--- src/rtl/rmul_pkg.sv ---
package rmul_pkg;

  localparam int NUM_COLS = 4;
  localparam int NUM_ROWS = 4;
  localparam int ELEM_W   = 32;
  localparam int ROW_W    = 2;

  localparam logic REQ_LOAD = 1'b0;
  localparam logic REQ_MUL  = 1'b1;

  typedef struct packed {
    logic             valid;
    logic             req_type;
    logic [ROW_W-1:0] row;
  } ctl_t;

endpackage

--- src/rtl/rmul_rsp_if.sv ---
interface rmul_rsp_if;
  logic                               valid;
  logic                               ready;
  logic        [rmul_pkg::ROW_W-1:0]  out_row;
  logic signed [rmul_pkg::ELEM_W-1:0] prod0;
  logic signed [rmul_pkg::ELEM_W-1:0] prod1;
  logic signed [rmul_pkg::ELEM_W-1:0] prod2;
  logic signed [rmul_pkg::ELEM_W-1:0] prod3;

  modport source (output valid, out_row, prod0, prod1, prod2, prod3, input ready);
  modport sink (input valid, out_row, prod0, prod1, prod2, prod3, output ready);
endinterface

--- src/rtl/rmul_sat.sv ---
module rmul_sat #(
  parameter int DATA_WIDTH = 32,
  parameter int FRAC_BITS  = 16
) (
  input  logic                           clk,
  input  logic                           rst,
  input  logic                           en,
  input  rmul_pkg::ctl_t                 ctl_in,
  input  logic signed [2*DATA_WIDTH+1:0] sum_in [rmul_pkg::NUM_COLS],
  input  logic signed [2*DATA_WIDTH-1:0] prod_in [rmul_pkg::NUM_COLS],
  rmul_rsp_if.source                     rsp
);

  localparam int SUM_W = 2 * DATA_WIDTH + 2;
  localparam logic signed [SUM_W-1:0] MAXV =
    {{(SUM_W-DATA_WIDTH+1){1'b0}}, {(DATA_WIDTH-1){1'b1}}};
  localparam logic signed [SUM_W-1:0] MINV = ~MAXV;

  logic signed [SUM_W-1:0]      total   [rmul_pkg::NUM_COLS];
  logic signed [SUM_W-1:0]      shifted [rmul_pkg::NUM_COLS];
  logic signed [DATA_WIDTH-1:0] sat     [rmul_pkg::NUM_COLS];
  logic signed [rmul_pkg::ELEM_W-1:0] prod_q [rmul_pkg::NUM_COLS];
  logic                         valid_q;
  logic [rmul_pkg::ROW_W-1:0]   row_q;

  always_comb begin
    for (int j = 0; j < rmul_pkg::NUM_COLS; j++) begin
      total[j]   = sum_in[j] + SUM_W'(prod_in[j]);
      shifted[j] = total[j] >>> FRAC_BITS;
      if (shifted[j] > MAXV) begin
        sat[j] = MAXV[DATA_WIDTH-1:0];
      end else if (shifted[j] < MINV) begin
        sat[j] = MINV[DATA_WIDTH-1:0];
      end else begin
        sat[j] = shifted[j][DATA_WIDTH-1:0];
      end
    end
  end

  always_ff @(posedge clk) begin
    if (rst) begin
      valid_q <= 1'b0;
    end else if (en) begin
      valid_q <= ctl_in.valid && (ctl_in.req_type == rmul_pkg::REQ_MUL);
    end
  end

  always_ff @(posedge clk) begin
    if (en) begin
      row_q <= ctl_in.row;
      for (int j = 0; j < rmul_pkg::NUM_COLS; j++) begin
        prod_q[j] <= rmul_pkg::ELEM_W'(sat[j]);
      end
    end
  end

  assign rsp.valid   = valid_q;
  assign rsp.out_row = row_q;
  assign rsp.prod0   = prod_q[0];
  assign rsp.prod1   = prod_q[1];
  assign rsp.prod2   = prod_q[2];
  assign rsp.prod3   = prod_q[3];

endmodule

--- src/flat_wrapper.sv ---
// flat-port wrapper written by rule: the top's interface ports become plain ports
module rmul_sat_flat 
#(
  parameter int DATA_WIDTH = 32,
  parameter int FRAC_BITS  = 16
)
  (clk, rst, en, ctl_in, sum_in, prod_in, rsp_valid, rsp_out_row, rsp_prod0, rsp_prod1, rsp_prod2, rsp_prod3, rsp_ready);
  rmul_rsp_if rsp_i ();
  input  logic clk;
  input  logic rst;
  input  logic en;
  input  rmul_pkg::ctl_t ctl_in;
  input  logic signed [2*DATA_WIDTH+1:0] sum_in[rmul_pkg::NUM_COLS];
  input  logic signed [2*DATA_WIDTH-1:0] prod_in[rmul_pkg::NUM_COLS];
  output wire logic [$bits(rsp_i.valid)-1:0] rsp_valid;
  output wire logic [$bits(rsp_i.out_row)-1:0] rsp_out_row;
  output wire logic [$bits(rsp_i.prod0)-1:0] rsp_prod0;
  output wire logic [$bits(rsp_i.prod1)-1:0] rsp_prod1;
  output wire logic [$bits(rsp_i.prod2)-1:0] rsp_prod2;
  output wire logic [$bits(rsp_i.prod3)-1:0] rsp_prod3;
  input wire logic [$bits(rsp_i.ready)-1:0] rsp_ready;
  assign rsp_valid = rsp_i.valid;
  assign rsp_out_row = rsp_i.out_row;
  assign rsp_prod0 = rsp_i.prod0;
  assign rsp_prod1 = rsp_i.prod1;
  assign rsp_prod2 = rsp_i.prod2;
  assign rsp_prod3 = rsp_i.prod3;
  assign rsp_i.ready = rsp_ready;
  rmul_sat #(.DATA_WIDTH(DATA_WIDTH), .FRAC_BITS(FRAC_BITS)) u_core (.clk(clk), .rst(rst), .en(en), .ctl_in(ctl_in), .sum_in(sum_in), .prod_in(prod_in), .rsp(rsp_i));
endmodule
--- config.mk ---
export PLATFORM = sky130hd
export DESIGN_NAME = rmul_sat_flat
export DESIGN_NICKNAME = d
export VERILOG_FILES = /design/src/rtl/rmul_pkg.sv /design/src/rtl/rmul_rsp_if.sv /design/src/rtl/rmul_sat.sv /design/src/flat_wrapper.sv
export SDC_FILE = /design/constraint.sdc
export NUM_CORES = 1
export LEC_CHECK = 0
export BUFFER_PORTS_ARGS = -buffer_cell sky130_fd_sc_hd__buf_2
export CAP_MARGIN = 20
export CORE_AREA = 2 2 254 256
export DETAILED_ROUTE_END_ITERATION = 6
export DIE_AREA = 0 0 256 258
export GPL_TIMING_DRIVEN = 0
export PLACE_DENSITY = 0.61
export RECOVER_POWER = 25
export SLEW_MARGIN = 20
export SYNTH_ARGS = -nofsm -noshare
export SYNTH_HDL_FRONTEND = slang
export SYNTH_SLANG_ARGS = --single-unit
--- constraint.sdc ---
create_clock -name clk -period 7.5 [get_ports clk]
set_clock_uncertainty 0.2 [all_clocks]
set_input_delay 0.375 -clock clk [delete_from_list [all_inputs] [get_ports clk]]
set_output_delay 0.375 -clock clk [all_outputs]
set_load 0.03 [all_outputs]
==> key figures <==
Setup path
  – R2R depth: 3
  – Worst EP required: 7.47 ns
  – Critical path startpoint category: primary input
  – Arr. time, crit path: 5.19 ns
  – Crit. End Element: register
  – Max FO, Critical Path: 10
  – Crit Path Class: in -> reg

Power
  – Cell Pwr Density: 166 mW/mm²
  – Pleak: 11.1 nW
  – Peak supply drop: 0.150 mV

Synth
  – Yosys warning count: 0
  – Post-Syn Nets: 3601
  – Synth async-reset ratio: 0%
  – Sequential-to-total area share from yosys stat: 18.6%
  – Synth top area share: 18.6%
  – Synthesized flop and latch total: 131
  – EDFF count, synth: 130
  – Library cells used by synthesis: 87
  – Cell taking the most area after synthesis: edfxtp_1
  – Synth Cell Area: 0.0210 mm²
  – Avg Inst Size Synth: 7.47 µm²
  – Post-Syn Instances: 2817
  – Most used flip-flop cell after synthesis: edfxtp_1
  – Top cells by area, synth: edfxtp_1 (19%), ha_1 (15%), a21oi_1 (7.8%), o21ai_0 (5.7%), nand2_1 (5.6%)

Placement
  – Hpwl dp: 74900 µm
  – RePlAce Congestion: 0.975
  – Placed inst area: 0.0254 mm²
  – PortBufs: 657
  – Placed cell count: 4330

Route
  – Drt wl/cell: 20.1 µm
  – Avg Vias per Cell: 5.72
  – Final wirelength: 87700 µm
  – Post-DRT Antenna Nets: 0
  – Routed vias: 25000
  – DR iter-0 viols: 1829
  – Pre-antenna DRT Iters: 5
  – DR DRC count: 0

Status
  – Outcome: finished, violations left
  – Failing checks: capacitance limit, slew limit

Timing
  – F_max: 191 MHz
  – Slew HR: -163%
  – # setup viols final: 0
  – Final Hold Fails: 0
  – WHS: 0.215 ns
  – Slew Viols, Final: 63
  – TNS Setup: 0 ns
  – Tcrit/Tclk final: 69.7%
  – Worst-margin pin slew: 3.94 ns
  – Unrepaired setup endpoints after global routing: false
  – Min cycle time layout: 5.23 ns

Flow run
  – Max-Cap Viols: 1

Final layout
  – Ratio of cells with drive above 1 in the final layout: 21.1%
  – Synth-to-layout area growth: 23.7%
  – Commonest non-fill, non-tap cell in the layout: buf_2
  – Most frequent cells in the layout: buf_2 (670), a21oi_1 (329), nand2_1 (314)
  – Count of nets after finishing: 4282
  – Design Area, Final: 0.0260 mm²
  – Fin cells: 4374
  – FILL cells: 6830

Die
  – Die H: 258 µm
  – Core ar.: 0.0636 mm²
  – Die width: 256 µm
  – Num rows: 93
  – Ports: 659
  – Die Area: 0.0660 mm²
  – Initial core utilization: 33.1%

Global route
  – GR Util All Layers: 25.3%
  – Largest net degree at the start of global routing: 71
  – Initial antenna violation count: 21
  – Remaining Overflow, GRT: 0
  – First-pass GRT wire length: 132000 µm
  – Number of global-route vias before repair: 23100

Clock tree
  – Worst-path clk slew: 0.07 ns
  – Maximum buffer depth of the clock tree: 2
  – CTS tree: yes
  – Post-CTS Resized: 0
  – TritonCTS Buffers: 17
  – H-tree lvl count: 4
  – Sink Count: 131
  – Root buffer cell: clkbuf_16
  – Worst-skew pair later-pin latency: 0.47 ns

Worst hold path
  – Min-delay worst type: in -> reg
  – Hold Path Stages: 3
## registers in the layout, indices dropped and copies added (netlist names)
name and flops:
u_core.rsp.valid 1, u_core.rsp.out_row 2, u_core.prod_q 128
## layer usage
| layer | wire, µm | global-route usage, % |
|---|---|---|
| met5 | 110 | 0 |
| met4 | 1770 | 6.55 |
| met3 | 6410 | 4.93 |
| met2 | 41000 | 42.4 |
| met1 | 38400 | 33.2 |
## Yosys cell counts (26+ instances only)
cell      instances
a21o_1           83
a21oi_1         329
a31oi_1          27
clkbuf_1        124
edfxtp_1        130
ha_1            256
inv_1            71
nand2_1         314
nand3_1          84
nand4_1         119
nor2_1          190
nor3_1           72
nor4_1           31
o211ai_1         67
o21ai_0         241
o21ai_1          39
o21bai_1         54
or3_1            26
xnor2_1         106
xor2_1           73
## per-stage QoR
step / utilization, % / power [mW] / worst slack (ns)
6_report: 40.9 / 4.32 / 2.27
5_1_grt: 40.9 / 4.60 / 2.09
4_1_cts: 40.9 / 4.32 / 2.42
3_5_place_dp: 40.0 / 3.49 / 1.93
3_3_place_gp: 39.9 / 3.49 / 1.89
2_1_floorplan: - / 2.67 / 3.32
## where the power goes
group	switching (mW)	internal (mW)
clock network	0.384	0.425
registers	0.0551	1.01
logic	1.62	0.833
## cell type report
cell class                      count  area [µm²]  share of cell area, %
Inverter                           71         267                   1.02
Clock buffer                       18         429                   1.65
Tap cell                          855        1070                   4.11
Clock inverter                     14         106                  0.409
Multi-Input combinational cell   2471       16300                   62.5
Timing Repair Buffer              662        3350                   12.9
Buffer                            144         589                   2.26
Sequential cell                   131        3920                   15.1
Antenna cell                        8        20.0                 0.0769
## worst max-delay path, cell delays in order
cell      delay [ns]
buf_2           0.11
ha_1            0.26
clkbuf_1        0.27
nand4_1         0.19
or4_1           0.50
a221o_1         0.32
a311oi_1        0.83
o21ai_0         0.31
nand2_1         0.19
a21oi_1         0.18
mux2i_1         0.16
and4_1          0.22
a41oi_1         0.60
clkbuf_1        0.38
o21ai_0         0.29
## kinds of logic (layout without fill, tap and decap cells)
logic type	count (synthesis)	after routing	share of synthesized area [%]
AOI/OAI and AO/OA	1064	1064	31.8
and+or+nand+nor	956	956	22.0
adders and majority gates	256	256	15.2
buffers and inverters	215	909	4.07
xor gates and xnor gates	179	179	7.45
DFF	131	131	18.6
muxes	16	16	0.791
other	0	8	0
## path summary, 6_finish.rpt
kind / from / slack [ns] / end
setup / recovery: prod_in[18] / 2.27 / u_core.prod_q[3][26]
hold / removal: sum_in[263] / 0.21 / u_core.prod_q[0][31]
setup reg to reg: u_core.rsp.valid / 6.21 / u_core.rsp.valid
hold reg to reg: u_core.rsp.valid / 0.82 / u_core.rsp.valid
## what timing repair did
action	in CTS	in global routing
hold endpoints to repair	3	0
setup buffers	0	0
hold buffers	4	0
Power figures use the tool's default switching activity.
